<file path="src/rtl/kprq_pkg.sv">
// Package: shared types, codes and limits of the key press/release qualifier.
`default_nettype none
package kprq_pkg;

  // Fixed field widths
  localparam int unsigned CMD_W     = 2;
  localparam int unsigned IDX_W     = 3;
  localparam int unsigned PIN_COUNT = 8;
  localparam int unsigned PRESS_W   = 16;
  localparam int unsigned REL_W     = 8;
  localparam int unsigned LANE_IW   = 4;   // wide enough for any key number up to 15

  // Default key count
  localparam int unsigned KEY_COUNT_DEF = 8;

  // Timer saturation points
  localparam logic [PRESS_W-1:0] HOLD_MAX    = 16'd60000;
  localparam logic [REL_W-1:0]   RELEASE_MAX = 8'd250;

  // Reset value of the release filter threshold
  localparam logic [REL_W-1:0] FILTER_RESET = 8'd10;

  // Request commands
  typedef enum logic [CMD_W-1:0] {
    CMD_TICK      = 2'd0,
    CMD_CLR_EVENT = 2'd1,
    CMD_CLR_HOLD  = 2'd2,
    CMD_NOP       = 2'd3
  } kprq_cmd_t;

  // Per-key phase
  typedef enum logic [2:0] {
    PH_IDLE     = 3'd0,
    PH_HELD     = 3'd1,
    PH_RELEASED = 3'd2,
    PH_FILTER   = 3'd3,
    PH_ACCEPT   = 3'd4
  } kprq_phase_t;

  // What one key lane reports to the merge stage
  typedef struct packed {
    logic               lock_set;
    logic               lock_clr;
    logic               event_bit;
    logic [PRESS_W-1:0] hold;
  } kprq_lane_t;

  // One result
  typedef struct packed {
    logic [PIN_COUNT-1:0] key_events;
    logic [PRESS_W-1:0]   held_time;
    logic                 any_key_locked;
    logic                 press_seen;
  } kprq_result_t;

endpackage
`default_nettype wire

</file>
<file path="src/rtl/key_press_release_qualifier_top.sv">
// Key press/release qualifier: lanes per key, merge stage and result buffer.
// A result is written into the result buffer when its request is accepted and is shown from there.
// Throughput: one request per cycle while the input is not stalled; every key lane updates in the same cycle.
// A two-entry result buffer keeps accepting while one result waits; input stalls when full.
// Reset (rst, synchronous, active high) clears all keys to idle, timers, counts and flags to
// zero, and loads the release filter threshold with 10.
`default_nettype none
module key_press_release_qualifier_top
  import kprq_pkg::*;
#(
  parameter int unsigned KEY_COUNT = KEY_COUNT_DEF
) (
  input  wire logic                 clk,
  input  wire logic                 rst,
  input  wire logic                 in_valid,
  output logic                      in_stall,
  input  wire logic [CMD_W-1:0]     cmd,
  input  wire logic [IDX_W-1:0]     key_index,
  input  wire logic [PIN_COUNT-1:0] key_levels,
  output logic                      out_valid,
  input  wire logic                 out_stall,
  output logic [PIN_COUNT-1:0]      key_events,
  output logic [PRESS_W-1:0]        held_time,
  output logic                      any_key_locked,
  output logic                      press_seen,
  input  wire logic                 cfg_valid,
  output logic                      cfg_ready,
  input  wire logic [REL_W-1:0]     cfg_data
);

  logic             accept;
  logic             full;
  logic             tick, clr_ev, clr_hd;
  logic [REL_W-1:0] filter_ticks;
  kprq_lane_t       lane_st [KEY_COUNT];
  kprq_result_t     result, out_data;

  assign in_stall = full;
  assign accept   = in_valid && !full;
  assign tick     = accept && (kprq_cmd_t'(cmd) == CMD_TICK);
  assign clr_ev   = accept && (kprq_cmd_t'(cmd) == CMD_CLR_EVENT);
  assign clr_hd   = accept && (kprq_cmd_t'(cmd) == CMD_CLR_HOLD);

  // Threshold register
  assign cfg_ready = 1'b1;
  always_ff @(posedge clk) begin
    if (rst) begin
      filter_ticks <= FILTER_RESET;
    end else if (cfg_valid && cfg_ready) begin
      filter_ticks <= cfg_data;
    end
  end

  // One lane per key; keys without a pin read released
  for (genvar k = 0; k < int'(KEY_COUNT); k++) begin : g_lane
    logic down;
    logic hit;
    if (k < int'(PIN_COUNT)) begin : g_pin
      assign down = !key_levels[k];
    end else begin : g_nopin
      assign down = 1'b0;
    end
    assign hit = {1'b0, key_index} == LANE_IW'(k);

    kprq_lane u_lane (
      .clk       (clk),
      .rst       (rst),
      .tick      (tick),
      .clr_event (clr_ev && hit),
      .clr_hold  (clr_hd && hit),
      .down      (down),
      .thr       (filter_ticks),
      .lane_st   (lane_st[k])
    );
  end

  kprq_merge #(
    .KEY_COUNT (KEY_COUNT)
  ) u_merge (
    .clk       (clk),
    .rst       (rst),
    .lane_st   (lane_st),
    .key_index (key_index),
    .result    (result)
  );

  kprq_out_buf u_out_buf (
    .clk       (clk),
    .rst       (rst),
    .push      (accept),
    .push_data (result),
    .full      (full),
    .out_valid (out_valid),
    .out_stall (out_stall),
    .out_data  (out_data)
  );

  assign key_events     = out_data.key_events;
  assign held_time      = out_data.held_time;
  assign any_key_locked = out_data.any_key_locked;
  assign press_seen     = out_data.press_seen;

endmodule
`default_nettype wire

</file>
<file path="src/rtl/kprq_lane.sv">
// One key lane: phase machine, press and release timers, hold count, event latch.
`default_nettype none
module kprq_lane
  import kprq_pkg::*;
(
  input  wire logic             clk,
  input  wire logic             rst,
  input  wire logic             tick,
  input  wire logic             clr_event,
  input  wire logic             clr_hold,
  input  wire logic             down,
  input  wire logic [REL_W-1:0] thr,
  output kprq_lane_t            lane_st
);

  kprq_phase_t        phase, phase_next;
  logic [PRESS_W-1:0] press_timer, press_timer_next;
  logic [REL_W-1:0]   release_timer, release_timer_next;
  logic [PRESS_W-1:0] hold_count, hold_count_next;
  logic               event_latch, event_latch_next;

  logic               filtering;
  logic [REL_W-1:0]   rel_eff;
  logic               rel_over;
  logic [PRESS_W-1:0] press_mid;
  logic [REL_W-1:0]   rel_mid;

  // Release timer as seen by the filter check
  assign filtering = (phase == PH_RELEASED) || (phase == PH_FILTER);
  assign rel_eff   = ((phase == PH_RELEASED) || down) ? '0 : release_timer;
  assign rel_over  = rel_eff > thr;

  // Next phase
  always_comb begin
    phase_next = phase;
    if (tick) begin
      unique case (phase)
        PH_IDLE:     if (down) phase_next = PH_HELD;
        PH_HELD:     if (!down) phase_next = PH_RELEASED;
        PH_RELEASED,
        PH_FILTER: begin
          phase_next = PH_FILTER;
          if (down) phase_next = PH_HELD;
          if (rel_over) phase_next = PH_ACCEPT;
        end
        PH_ACCEPT:   phase_next = PH_IDLE;
        default:     phase_next = PH_IDLE;
      endcase
    end
  end

  // Timers, hold count, event latch and lane report
  always_comb begin
    press_mid        = (tick && (phase == PH_IDLE) && down) ? '0 : press_timer;
    hold_count_next  = (tick && (phase == PH_HELD)) ? press_timer : hold_count;
    rel_mid          = release_timer;
    if (tick && filtering) begin
      rel_mid = rel_over ? '0 : rel_eff;
    end
    press_timer_next   = press_mid;
    release_timer_next = rel_mid;
    if (tick) begin
      if (press_mid < HOLD_MAX) press_timer_next = press_mid + 1'b1;
      if (rel_mid < RELEASE_MAX) release_timer_next = rel_mid + 1'b1;
    end
    if (clr_hold) begin
      hold_count_next  = '0;
      press_timer_next = '0;
    end
    event_latch_next = event_latch;
    if (tick && (phase == PH_ACCEPT)) event_latch_next = 1'b1;
    if (clr_event) event_latch_next = 1'b0;

    lane_st.lock_set  = tick && (phase == PH_IDLE) && down;
    lane_st.lock_clr  = tick && (phase == PH_ACCEPT);
    lane_st.event_bit = event_latch_next;
    lane_st.hold      = hold_count_next;
  end

  // Hold state
  always_ff @(posedge clk) begin
    if (rst) begin
      phase         <= PH_IDLE;
      press_timer   <= '0;
      release_timer <= '0;
      hold_count    <= '0;
      event_latch   <= 1'b0;
    end else begin
      phase         <= phase_next;
      press_timer   <= press_timer_next;
      release_timer <= release_timer_next;
      hold_count    <= hold_count_next;
      event_latch   <= event_latch_next;
    end
  end

endmodule
`default_nettype wire

</file>
<file path="src/rtl/kprq_merge.sv">
// Merge stage: shared lock and seen flags, result assembly from all lanes.
`default_nettype none
module kprq_merge
  import kprq_pkg::*;
#(
  parameter int unsigned KEY_COUNT = KEY_COUNT_DEF
) (
  input  wire logic             clk,
  input  wire logic             rst,
  input  wire kprq_lane_t       lane_st [KEY_COUNT],
  input  wire logic [IDX_W-1:0] key_index,
  output kprq_result_t          result
);

  logic lock, lock_next;
  logic seen, seen_next;
  logic any_set, any_clr;
  logic [PIN_COUNT-1:0] events;
  logic [PRESS_W-1:0]   held;

  // Resolve the lock flag in key order: the highest key that touches it wins
  always_comb begin
    lock_next = lock;
    any_set   = 1'b0;
    any_clr   = 1'b0;
    for (int k = 0; k < int'(KEY_COUNT); k++) begin
      if (lane_st[k].lock_set) lock_next = 1'b1;
      if (lane_st[k].lock_clr) lock_next = 1'b0;
      any_set = any_set | lane_st[k].lock_set;
      any_clr = any_clr | lane_st[k].lock_clr;
    end
    seen_next = seen | any_clr;
  end

  // Gather event bits of the keys that have pins
  for (genvar k = 0; k < int'(PIN_COUNT); k++) begin : g_ev
    if (k < int'(KEY_COUNT)) begin : g_on
      assign events[k] = lane_st[k].event_bit;
    end else begin : g_off
      assign events[k] = 1'b0;
    end
  end

  // Select the addressed key's hold count, zero beyond the keys
  always_comb begin
    held = '0;
    for (int k = 0; k < int'(KEY_COUNT); k++) begin
      if ({1'b0, key_index} == LANE_IW'(k)) held = lane_st[k].hold;
    end
  end

  assign result.key_events     = events;
  assign result.held_time      = held;
  assign result.any_key_locked = lock_next;
  assign result.press_seen     = seen_next;

  // Hold shared flags
  always_ff @(posedge clk) begin
    if (rst) begin
      lock <= 1'b0;
      seen <= 1'b0;
    end else begin
      lock <= lock_next;
      seen <= seen_next;
    end
  end

  a_seen_sticky: assert property (@(posedge clk) disable iff (rst) seen |=> seen)
    else $error("press seen flag dropped without reset");
  a_seen_on_click: assert property (@(posedge clk) disable iff (rst) any_clr |=> seen)
    else $error("click latched but press seen flag not set");
  a_lock_quiet: assert property (@(posedge clk) disable iff (rst)
      (!any_set && !any_clr) |=> $stable(lock))
    else $error("lock flag moved with no press start and no click");

endmodule
`default_nettype wire

</file>
<file path="src/rtl/kprq_out_buf.sv">
// Two-entry result buffer between the merge stage and the output channel.
`default_nettype none
module kprq_out_buf
  import kprq_pkg::*;
(
  input  wire logic   clk,
  input  wire logic   rst,
  input  wire logic   push,
  input  wire kprq_result_t push_data,
  output logic        full,
  output logic        out_valid,
  input  wire logic   out_stall,
  output kprq_result_t out_data
);

  kprq_result_t entry [2];
  logic       wr_ptr, rd_ptr;
  logic [1:0] count, count_next;
  logic       pop;

  assign pop       = out_valid && !out_stall;
  assign full      = count == 2'd2;
  assign out_valid = count != 2'd0;
  assign out_data  = entry[rd_ptr];

  always_comb begin
    count_next = count;
    if (push && !pop) count_next = count + 2'd1;
    if (!push && pop) count_next = count - 2'd1;
  end

  // Advance pointers and count
  always_ff @(posedge clk) begin
    if (rst) begin
      wr_ptr <= 1'b0;
      rd_ptr <= 1'b0;
      count  <= 2'd0;
    end else begin
      if (push) wr_ptr <= !wr_ptr;
      if (pop) rd_ptr <= !rd_ptr;
      count <= count_next;
    end
  end

  // Store results
  always_ff @(posedge clk) begin
    if (push) entry[wr_ptr] <= push_data;
  end

  a_no_overflow: assert property (@(posedge clk) disable iff (rst) count != 2'd3)
    else $error("result buffer count out of range");
  a_push_grows: assert property (@(posedge clk) disable iff (rst)
      (push && !pop) |=> (count == $past(count) + 2'd1))
    else $error("result buffer lost a request");
  a_pop_shrinks: assert property (@(posedge clk) disable iff (rst)
      (pop && !push) |=> (count == $past(count) - 2'd1))
    else $error("result buffer repeated a result");

endmodule
`default_nettype wire
</file>
<file path="config.mk">
export PLATFORM = sky130hd
export DESIGN_NAME = key_press_release_qualifier_top
export DESIGN_NICKNAME = d
export VERILOG_FILES = /design/src/rtl/kprq_pkg.sv /design/src/rtl/key_press_release_qualifier_top.sv /design/src/rtl/kprq_lane.sv /design/src/rtl/kprq_merge.sv /design/src/rtl/kprq_out_buf.sv
export SDC_FILE = /design/constraint.sdc
export NUM_CORES = 1
export LEC_CHECK = 0
export ABC_AREA = 1
export CORE_MARGIN = 2
export CORE_UTILIZATION = 60
export CTS_BUF_LIST = sky130_fd_sc_hd__clkbuf_8
export DETAILED_ROUTE_END_ITERATION = 12
export DONT_BUFFER_PORTS = 1
export PLACE_DENSITY = 0.76
export RECOVER_POWER = 50
export SLEW_MARGIN = 20
export SYNTH_ARGS = -nofsm -noshare
export SYNTH_HDL_FRONTEND = slang
export SYNTH_SLANG_ARGS = --single-unit
</file>
<file path="constraint.sdc">
create_clock -name clk -period 5.5 [get_ports clk]
set_input_delay 0.275 -clock clk [delete_from_list [all_inputs] [get_ports clk]]
set_output_delay 0.275 -clock clk [all_outputs]
set_load 0.01 [all_outputs]
</file>
### After elaboration in Yosys (flattened, before gate mapping)

Memory sizes are Yosys's and may differ from the RTL's. A register that Yosys moved wholly into a read port is not among the register bits.
Index checks and enable logic that the tools add are counted.

* memories: 1
* bits in registers: 366
* output and inout port bits: 29
* RAM bits: 52
* input bits: 26
* logic and storage cells: 450

Memories
* u_out_buf.entry: words 2, width 26, read ports 1, clocked after memory_dff 1, wr ports 1, line kprq_out_buf.sv:16 `kprq_result_t entry [2];`

* eq/ne operators: 58
* bitwise logic cells: 8
* $add $sub $neg: 18
* order comparisons: 24
* reduce and logical (&&, ||, !) cells: 129
* mux-type cells: 166

Operators by type and width (count)
* two-way mux 16 bit: 48
* two-way mux 8 bit: 40
* adder 16 x 1 -> 16 bit, second input constant: 8
* < comparator 16 bit, second input constant: 8
* two-way mux 3 bit: 24
* one-hot mux 3 bit (3 select lines): 8
* adder 8 x 1 -> 8 bit, second input constant: 8
* > comparator 8 bit: 8
* < comparator 8 bit, second input constant: 8
* logical AND 1 bit: 63
* == test 3 x 2 -> 1 bit, second input constant: 18
* == test 3 bit, second input constant: 12
* two-way mux 1 bit: 36
* inequality test 2 bit, second input constant: 16
* OR reduction 2 bit: 16
* == test 3 x 1 -> 1 bit, second input constant: 9
* logical NOT 3 bit: 9
* AND reduction 3 bit: 8
* two-way mux 2 bit: 10
* logical OR 1 bit: 16
* logical NOT 1 bit: 14
* bitwise OR 1 bit: 8
* == test 2 bit, second input constant: 2
* nonzero test 2 bit: 2
* other kinds (4): 4

### Logic depth before layout (Yosys ltp)

Gate-level depths: netlist of the first run.

* word-level depth: 22
* gate-level depth with buffers: 24
* depth with buffers taken out: 24

### Cells and area by module

Synthesis of the first run repeated with hierarchy kept, for this count alone.

* cells, all modules: 3968
* area total of the unflattened synthesis: 25994.9 um2

By module, submodules not included
* kprq_lane at g_lane[0].u_lane ...: sequential area each 880.8 um2, times used 5, area an instance 2691.3 um2, cells each 431
* kprq_lane at g_lane[4].u_lane ...: sequential area each 880.8 um2, times used 2, area an instance 2830.2 um2, cells each 450
* kprq_lane at g_lane[6].u_lane: sequential area each 880.8 um2, times used 1, area an instance 2757.6 um2, cells each 446
* kprq_out_buf: sequential area each 1661.6 um2, times used 1, area an instance 2223.4 um2, cells each 119
* kprq_merge: sequential area each 40.0 um2, times used 1, area an instance 1426.4 um2, cells each 267
* key_press_release_qualifier_top: sequential area each 160.2 um2, times used 1, area an instance 470.5 um2, cells each 81

### Worst setup path after synthesis of the first run

OpenSTA, ideal clock, no wires.

* path type: register -> register
* start: register g_lane[7].u_lane.phase[2]
* end: register g_lane[7].u_lane.release_timer[4]
* setup slack: 2.706 ns
* setup time: 0.132 ns
* arrival: 2.662 ns
* required time: 5.368 ns
* path buffers: 0
* stages on the path, launching flop included: 21
* clock period less this slack: 2.794 ns
* cells stage by stage: dfxtp_1 inv_1 nand2_1 o21ai_1 nor2_1 ha_1 a21oi_1 nor2_1 nor2_1 nand2_1 nand2_1 nand2_1 nand2_1 inv_1 nor2_1 ha_1 nand3_1 nor2_1 nand2_1 o21ai_0 a21oi_1

* cells in the longest elaborated chain, start to end: 9
* elaborated cells on any way between the ends: 13
* classes of those cells: add/sub: 1; order compare: 2; eq/ne: 2; mux: 5; reduce/logical: 3

RTL lines
* start: declaration: line kprq_lane.sv:16 `kprq_phase_t phase, phase_next;`
* start signal: assignment: line kprq_lane.sv:89 `phase <= phase_next;`
* == test 3 x 2 -> 1 bit: line kprq_lane.sv:29, kprq_lane.sv:30
* logical OR 1 bit: line kprq_lane.sv:30 `assign rel_eff = ((phase == PH_RELEASED) || down) ? '0 : release_timer;`
* two-way mux 8 bit: line kprq_lane.sv:30
* > comparator 8 bit: line kprq_lane.sv:31 `assign rel_over = rel_eff > thr;`
* two-way mux 8 bit: line kprq_lane.sv:58 `rel_mid = rel_over ? '0 : rel_eff;`
* two-way mux 8 bit *: line kprq_lane.sv:57 `if (tick && filtering) begin`
* adder 8 x 1 -> 8 bit or < comparator 8 bit (tied branches): line kprq_lane.sv:64 `if (rel_mid < RELEASE_MAX) release_timer_next = rel_mid + 1'b1;`
* two-way mux 8 bit: line kprq_lane.sv:64
* two-way mux 8 bit *: line kprq_lane.sv:62 `if (tick) begin`
* end signal: assignment: line kprq_lane.sv:91 `release_timer <= release_timer_next;`
* end: declaration: line kprq_lane.sv:18 `logic [REL_W-1:0] release_timer, release_timer_next;`

Every way passes the cells marked *; elsewhere a longest branch is shown, timed or not.
A chain may end at the register's enable or synchronous reset.

==> parameters.txt, run 1 <==
Parameter                              Value

Run status
  Run status ... finished, violations left
  Violations in the final reports ... capacitance limit, slew limit

Placed design
  Dpl cells ... 3893
  Routability cong. ... about 0.91
  Detailed placer's ending HPWL ... ~46000 µm
  Post-Place Worst Slack ... around 1.9 ns
  Number of input and output port buffers inserted ... 0

Floorplanning
  Starting utilization of the core area ... 0.613
  Core region area ... roughly 0.038 mm²
  Boundary Pins ... 55
  Die area ... approximately 0.04 mm²
  Height of the die ... between 200 and 250 µm
  Cell Rows ... slightly above 70
  Die width ... between 200 and 250 µm

Clocking
  CTS sink count ... about 420
  Maximum buffer depth of the clock tree ... 3
  H-tree lvl count ... 3
  Post-CTS Repair Setup Buffers ... 0
  Latest clock arrival within the worst-skew pair ... around 0.64 ns
  Post-cts resize count ... 0
  Clock tree from TritonCTS ... done
  Number of buffers created by CTS ... 74
  Root buf cell ... clkbuf_8
  Clock slew seen by the registers of the worst setup and hold paths ... roughly 0.060 ns
  Post-cts hold buffer count ... 24

Final layout
  Commonest non-fill, non-tap cell in the layout ... nand2_1
  Fillcell total ... around 3500
  Layout-stage area growth over the synthesis result ... 8.72%
  Most frequent cells in the layout ... nand2_1, nor2_1, inv_1
  Share of layout cells above drive strength 1 ... 0.0486
  Non-filler cells in the finished layout ... a little over 4000
  Number of nets in the final layout ... 3589
  Number of antenna repair diodes ... 0

Timing
  Final-report hold violation count ... 0
  Worst slew pin tran ... roughly 2.5 ns
  Post-route clock period utilization ... 0.794
  Total of endpoints with negative setup slack in the final report ... 0
  Setup slack after layout ... roughly 1.1 ns
  TNS Setup ... 0 ns
  Final max-slew violation count ... ~130
  RSZ-0062 raised after global routing ... false
  Post-route minimum period ... ~4.4 ns
  Max Fclk ... between 200 and 250 MHz
  Clk_skew ... around 0.037 ns
  Max transition margin ... -0.695

Logic synthesis
  Synthesized flop and latch total ... 419
  Async S/R FF share, synth ... 0
  Count of yosys warnings during synthesis ... 0
  Synthesized net count ... approximately 3600
  Mean cell area of the mapped netlist ... roughly 6.7 µm²
  Netlist Area Pre-Place ... roughly 0.023 mm²
  Number of enable flip-flop cells after synthesis ... between 50 and 60
  Fraction of the yosys area taken by sequential cells ... 0.384
  Count of mapped cells out of synthesis ... about 3500
  Yosys cell types ... 46
  Main synth FF type ... dfxtp_1

GRT
  Number of global-route vias before repair ... between 20000 and 25000
  Total routing resource utilization after global routing ... 0.319
  Number of antenna violations at the first check in global routing ... 0
  Maximum number of pins on one net before global-route repair ... between 150 and 200
  Overflow after GRT ... 0
  Global-route wire length before repair ... around 110000 µm

Worst setup path
  Capture point of the critical path ... u_out_buf.entry[1][6]
  Reg2reg path depth ... 12
  Data arrival time of the critical path ... 4.70 ns
  CP Cell Sequence ... inv_1 -> nand2_1 -> nand2_1 -> nor3_1 -> inv_2 -> nor2_2 -> buf_4 -> nor3_1 -> nand2_1 -> nand3_1 -> nor3_1 -> nand4_1
  CP max-delay cell ... nor3_1
  Crit. End Element ... flop
  R2R setup slack ... ~1.1 ns
  Largest stage delay on the critical path ... ~1.1 ns
  Critical Path Source ... u_out_buf.count[0]
  Req. time, crit path ... around 6 ns
  Largest fanout on the critical path ... 20
  Setup crit start kind ... flop
  Launch instance of the worst register-to-register path ... u_out_buf.count[0]
  End of the worst register-to-register path ... u_out_buf.entry[1][6]
  Crit Path Category ... reg2reg

Power and ir drop
  Internal power consumption ... between 4000 and 5000 µW
  Switching power share of the total ... 0.275
  Static power due to leakage ... around 0.010 µW
  Fraction of power consumed by combinational cells ... 0.099
  Share of total power in the clock network ... 0.422
  Maximum vdd drop ... 0.179 mV
  Net switching power of the design ... between 1500 and 2000 µW
  Portion of total power attributed to sequential cells ... 0.479
  PD cells ... between 200 and 300 mW/mm²

Route
  Starting DRC count in detailed routing ... roughly 1900
  DRT antenna net count ... 0
  Vias post-DR ... roughly 23000
  Detailed Route WL ... 64700 µm
  Average detailed-routed wire length per instance ... roughly 16 µm
  Post-route DRC violation count ... 0
  Vias per inst ... between 5 and 6
  Detailed-routing iteration count for the pre-antenna-repair pass ... 8

Hold path
  Tightest Hold Check Type ... in2reg

Flow run
  Max-Cap Viols ... 4
-- cell families after synthesis --
kind of cell / share of synthesized area
and+or+nand+nor: 0.354
buffers and inverters: 0.0933
AOI/OAI and AO/OA: 0.108
DFF: 0.384
adders and majority gates: 0.0437
muxes: 0.0126
xor gates and xnor gates: 0.00453
other: 0.000162
-- registers in the layout, summed over array words and instances, names as in the netlist, named ones only --
name and flops:
g_lane.u_lane.hold_count 128, g_lane.u_lane.press_timer 128, g_lane.u_lane.release_timer 64, u_out_buf.entry 52
g_lane.u_lane.phase 24, filter_ticks 8, g_lane.u_lane.event_latch 8, u_out_buf.count 2
u_merge.lock 1, u_merge.seen 1, u_out_buf.rd_ptr 1, u_out_buf.wr_ptr 1
-- critical path, delay by kind of cell, from the launching register on --
| kind | cells | cell delay, ns |
|---|---|---|
| flip-flops | 1 | 0.38 |
| AND/OR/NAND/NOR | 9 | 2.94 |
| buffers and inverters | 3 | 0.73 |
-- area by class of cell --
type | count | area [µm²] | share of cell area
inverters | 454 | 1700 | 0.0676
multi-input cells | 2490 | 12100 | 0.480
clock buffers | 94 | 1290 | 0.0513
clock inverters | 39 | 168 | 0.00665
flip-flops and latches | 419 | 8910 | 0.353
well taps | 511 | 639 | 0.0254
repair buffers | 43 | 382 | 0.0151
-- synthesized netlist by cell type (8+ instances only) --
| master | instances | area share |
|---|---|---|
| a211oi_1 | 8 | 0.0026 |
| a21oi_1 | 226 | 0.049 |
| a31oi_1 | 32 | 0.0086 |
| buf_2 | 28 | 0.0060 |
| clkbuf_1 | 71 | 0.011 |
| dfxtp_1 | 367 | 0.32 |
| edfxtp_1 | 52 | 0.067 |
| ha_1 | 81 | 0.044 |
| inv_1 | 433 | 0.070 |
| inv_2 | 16 | 0.0026 |
| mux2_2 | 26 | 0.013 |
| nand2_1 | 670 | 0.11 |
| nand3_1 | 177 | 0.038 |
| nand3b_1 | 23 | 0.0074 |
| nand4_1 | 59 | 0.016 |
| nor2_1 | 662 | 0.11 |
| nor2_2 | 13 | 0.0035 |
| nor3_1 | 162 | 0.035 |
| nor4_1 | 91 | 0.025 |
| o21ai_0 | 177 | 0.038 |
| o21ai_1 | 10 | 0.0022 |
| or2_2 | 10 | 0.0027 |
| xor2_1 | 10 | 0.0038 |
-- power groups by stage --
| stage | registers, µW | clock network [µW] | logic, µW |
|---|---|---|---|
| 2_1_floorplan | 3290 | 0 | 480 |
| 3_3_place_gp | 3300 | 0 | 620 |
| 3_5_place_dp | 3310 | 0 | 642 |
| 4_1_cts | 3240 | 2890 | 684 |
| 5_1_grt | 3250 | 3010 | 740 |
| 6_report | 3250 | 2860 | 670 |
-- per-stage QoR --
stage	utilization	area, µm²	hold WS [ns]	power (µW)
after floorplan	-	23200	0.391	3770
after global placement	0.622	23500	0.386	3920
after detailed placement	0.622	23500	0.390	3950
after CTS	0.667	25300	0.00395	6820
after global routing	0.666	25200	0.0295	7010
final	0.666	25200	0.0348	6770
-- routing by layer --
layer	part of all wire	global-route usage
met2	0.46	0.527
met5	0	0
met1	0.44	0.418
met3	0.071	0.0482
met4	0.035	0.131
-- how the worst min path moves through the flow --
stage                  start                               to  slack (ns)  cells after the start
2_1_floorplan      cfg_valid                  filter_ticks[1]        0.39                      1
3_3_place_gp             rst  g_lane[7].u_lane.hold_count[10]        0.39                      1
3_5_place_dp             rst  g_lane[7].u_lane.hold_count[10]        0.39                      1
4_1_cts        key_levels[4]        g_lane[4].u_lane.phase[2]       0.004                      3
5_1_grt        key_levels[2]        g_lane[2].u_lane.phase[2]        0.03                      3
6_report       key_levels[2]        g_lane[2].u_lane.phase[2]        0.03                      3
Note: power is estimated with default switching activity, not from simulation.
==> run 2: changes to the inputs <==
--- a/config.mk
+++ b/config.mk
@@ -5,7 +5,7 @@
 export SDC_FILE = /design/constraint.sdc
 export NUM_CORES = 1
 export LEC_CHECK = 0
-export ABC_AREA = 1
+export ABC_AREA = 0
 export CORE_MARGIN = 2
 export CORE_UTILIZATION = 60
 export CTS_BUF_LIST = sky130_fd_sc_hd__clkbuf_8
==> constraint.sdc (replaced) <==
create_clock -name clk -period 4.3 [get_ports clk]
set_input_delay 0.215 -clock clk [delete_from_list [all_inputs] [get_ports clk]]
set_output_delay 0.215 -clock clk [all_outputs]
set_load 0.01 [all_outputs]
==> run 2 against run 1 <==
Net effect: the flow still finishes with violations (capacitance limit, slew limit); critical path depth is 4 lower; non-clock buffer count up 21; global-route usage down 1.1 points; sequential share of layout area increased by 3.5 points; total power grew 28%; final cell count fell by 28%; combinational power is 32% higher; core utilization increased by 0.14 points; largest power group unchanged; highest routed layer is now met5.
==> parameters.txt, run 2 <==
Parameter                              Value

Run status
  Run status ... finished, violations left
  Violations in the final reports ... capacitance limit, slew limit

Clocking
  Maximum buffer depth of the clock tree ... 3
  Root buf cell ... clkbuf_8
  Latest clock arrival within the worst-skew pair ... about 0.62 ns
  Clock tree from TritonCTS ... done
  Post-cts resize count ... 0
  Number of buffers created by CTS ... 70
  Clock slew seen by the registers of the worst setup and hold paths ... approximately 0.06 ns
  CTS sink count ... between 400 and 500
  H-tree lvl count ... 3

Worst setup path
  Launch instance of the worst register-to-register path ... u_out_buf.count[0]
  Crit Path Category ... reg2reg
  R2R setup slack ... approximately 0.44 ns
  End of the worst register-to-register path ... u_out_buf.entry[0][4]
  Data arrival time of the critical path ... between 4 and 5 ns
  Largest fanout on the critical path ... 17
  Crit. End Element ... flop
  Req. time, crit path ... roughly 4.7 ns
  Setup crit start kind ... flop
  Largest stage delay on the critical path ... around 0.97 ns
  CP Cell Sequence ... nand2b_1 -> inv_1 -> nor4_1 -> clkbuf_1 -> mux2i_1 -> o22a_1 -> o21ai_0 -> or4_1
  CP max-delay cell ... clkbuf_1
  Reg2reg path depth ... 8

Hold path
  Number of instances on the worst hold path ... 4
  Tightest Hold Check Type ... in2reg
  Destination of the worst hold path ... g_lane[5].u_lane.release_timer[2]
  Hold Crit Start ... cmd[1]

Floorplanning
  Starting utilization of the core area ... 0.605
  Cell Rows ... 68
  Die width ... roughly 190 µm
  Height of the die ... about 190 µm
  Die area ... between 0.03 and 0.04 mm²
  Boundary Pins ... 55
  Core region area ... roughly 0.034 mm²

Logic synthesis
  Mean cell area of the mapped netlist ... about 8.8 µm²
  Count of yosys warnings during synthesis ... 0
  Multiplexer share of the synthesized area ... 0.0821
  Xor/xnor share of the synthesized area ... 0.0518
  Top cells by area in the synthesized netlist ... dfxtp_1, edfxtp_1, nor2_1, mux2i_1, ha_1
  Synthesized net count ... between 2000 and 2500
  Commonest cells in the synthesized netlist ... nor2_1, dfxtp_1, nand2_1
  Simple-gate portion of the synthesized area ... 0.241
  Number of enable flip-flop cells after synthesis ... 52
  Fraction of the yosys area taken by sequential cells ... 0.428
  Main synth FF type ... dfxtp_1
  Yosys cell types ... between 70 and 80
  Complex-gate fraction of the synthesized area ... 0.120
  Netlist Area Pre-Place ... roughly 0.021 mm²
  Combinational family with the most area after synthesis ... simple AND/OR/NAND/NOR gates
  Cell accounting for the most synthesized area ... dfxtp_1
  Post-Synth Adder-Cell Area ... 0.0487
  Yosys top cell area share ... 0.353
  Dominant cell by count in the synthesized netlist ... nor2_1
  Count of mapped cells out of synthesis ... between 2000 and 2500
  Async S/R FF share, synth ... 0
  Synthesized flop and latch total ... 419

Timing
  RSZ-0062 raised after global routing ... false
  Final-report hold violation count ... 0
  Final max-slew violation count ... between 90 and 100
  Total of endpoints with negative setup slack in the final report ... 0
  Max transition margin ... -0.249
  Post-route minimum period ... slightly below 4 ns
  Post-route clock period utilization ... 0.898
  TNS Setup ... 0 ns
  Clk_skew ... roughly 0.02 ns
  Max Fclk ... approximately 260 MHz
  Worst slew pin tran ... ~1.9 ns

Route
  Vias post-DR ... 17800
  Post-route DRC violation count ... 0
  Detailed Route WL ... 55300 µm
  Average detailed-routed wire length per instance ... 19.0 µm
  Detailed-routing iteration count for the pre-antenna-repair pass ... 5
  Vias per inst ... a little over 6
  DRT antenna net count ... 0
  Starting DRC count in detailed routing ... around 1200

GRT
  Number of antenna violations at the first check in global routing ... 3
  Maximum number of pins on one net before global-route repair ... 69
  Number of global-route vias before repair ... between 15000 and 20000
  Total routing resource utilization after global routing ... 0.308
  Global-route wire length before repair ... 88500 µm
  Overflow after GRT ... 0

Final layout
  Share of layout cells above drive strength 1 ... 0.0602
  Number of nets in the final layout ... roughly 2500
  Combined area of the multi-input logic cells ... about 0.011 mm²
  Top Registers ... g_lane.u_lane.hold_count (128), g_lane.u_lane.press_timer (128), g_lane.u_lane.release_timer (64)
  Commonest non-fill, non-tap cell in the layout ... nor2_1
  Final standard cell utilization of the core ... 0.667
  Sequential standard cell area ... ~0.0089 mm²
  Most frequent cells in the layout ... nor2_1, dfxtp_1, nand2_1
  Fillcell total ... ~2800
  Layout-stage area growth over the synthesis result ... 10.3%

Placed design
  Routability cong. ... just under 0.9
  Detailed placer's ending HPWL ... 39200 µm
  Number of input and output port buffers inserted ... 0

Power and ir drop
  Maximum vdd drop ... 0.333 mV
  PD cells ... 377 mW/mm²
  Static power due to leakage ... about 0.0091 µW

Flow run
  Max-Cap Viols ... 4
## run 2: cell count changes after synthesis, sizes merged, moves of 33 or more
cell | before | now
nand2 | 673 | 175
inv | 449 | 48
nor2 | 682 | 400
mux2i | 0 | 139
nand3 | 178 | 68
nor3 | 165 | 57
o21ai | 187 | 79
a21oi | 226 | 122
and2 | 2 | 94
xnor2 | 2 | 79
nor4 | 92 | 28
o22ai | 0 | 38
xor2 | 10 | 44
and3 | 3 | 36
## run 2: kinds of logic (layout without fill, tap and decap cells)
logic type	Yosys count	count (layout)
other	1	2
AOI/OAI and AO/OA	395	395
buffers and inverters	139	238
xor gates and xnor gates	123	123
muxes	167	167
adders and majority gates	81	81
and+or+nand+nor	1036	1036
DFF	419	419
## run 2: layer usage
layer / vias up / wire, µm / share of wire / global-route usage
met5: - / 13 / 0.00023 / 0
met3: 165 / 4230 / 0.076 / 0.0677
li1: 8497 / - / - / -
met1: 8479 / 23500 / 0.42 / 0.392
met2: 636 / 25300 / 0.46 / 0.501
met4: 2 / 2250 / 0.041 / 0.136
## run 2: report_power, final
group / internal (µW) / switching [µW] / leakage [µW]
logic: 274 / 608 / 0.00484
clock network: 1970 / 1630 / 0.000809
registers: 4110 / 65.5 / 0.00346
total: 6360 / 2300 / 0.00911
## run 2: area by class of cell
class | count | share of cell area
antenna | 1 | 0.000109
clock buffer | 85 | 0.0510
clock inverter | 41 | 0.0113
inverter | 48 | 0.00786
multi-input combinational | 1803 | 0.493
sequential | 419 | 0.388
tap | 455 | 0.0248
timing repair buffer | 64 | 0.0235
## run 2: worst max path at each step
stage,from,end,depth (start not counted)
after global placement,g_lane[0].u_lane.phase[1],g_lane[0].u_lane.release_timer[6],15
after CTS,g_lane[0].u_lane.phase[1],g_lane[0].u_lane.release_timer[6],15
after global routing,u_out_buf.count[0],u_out_buf.entry[1][4],8
after floorplan,g_lane[0].u_lane.phase[1],g_lane[0].u_lane.release_timer[6],15
after detailed placement,g_lane[0].u_lane.phase[1],g_lane[0].u_lane.release_timer[6],15
final,u_out_buf.count[0],u_out_buf.entry[0][4],8
## run 2: stage by stage
| stage | instances | area (µm²) | hold slack (ns) | total power (µW) | worst slack, ns |
|---|---|---|---|---|---|
| CTS | 2915 | 23000 | 0.00369 | 8730 | 0.746 |
| detailed placement | 2759 | 21200 | 0.294 | 5120 | 0.757 |
| floorplan | 2361 | 20800 | 0.345 | 4880 | 1.18 |
| finish | 2916 | 22900 | 0.0437 | 8650 | 0.439 |
| global placement | 2759 | 21200 | 0.292 | 5100 | 0.919 |
| global route | 2916 | 22900 | 0.0417 | 8960 | 0.270 |
## run 2: timing repair
action | CTS | global route
hold buffers | 30 | 0
buffers inserted | 0 | 0
hold endpoints to repair | 94 | 0
## run 2: worst max-delay path, delay by kind of cell, from the launching register on
kind            cells  cell delay [ns]
flops               1             0.40
simple gates        3             1.10
mux                 1             0.45
compound gates      2             0.41
buf+inv             2             1.21
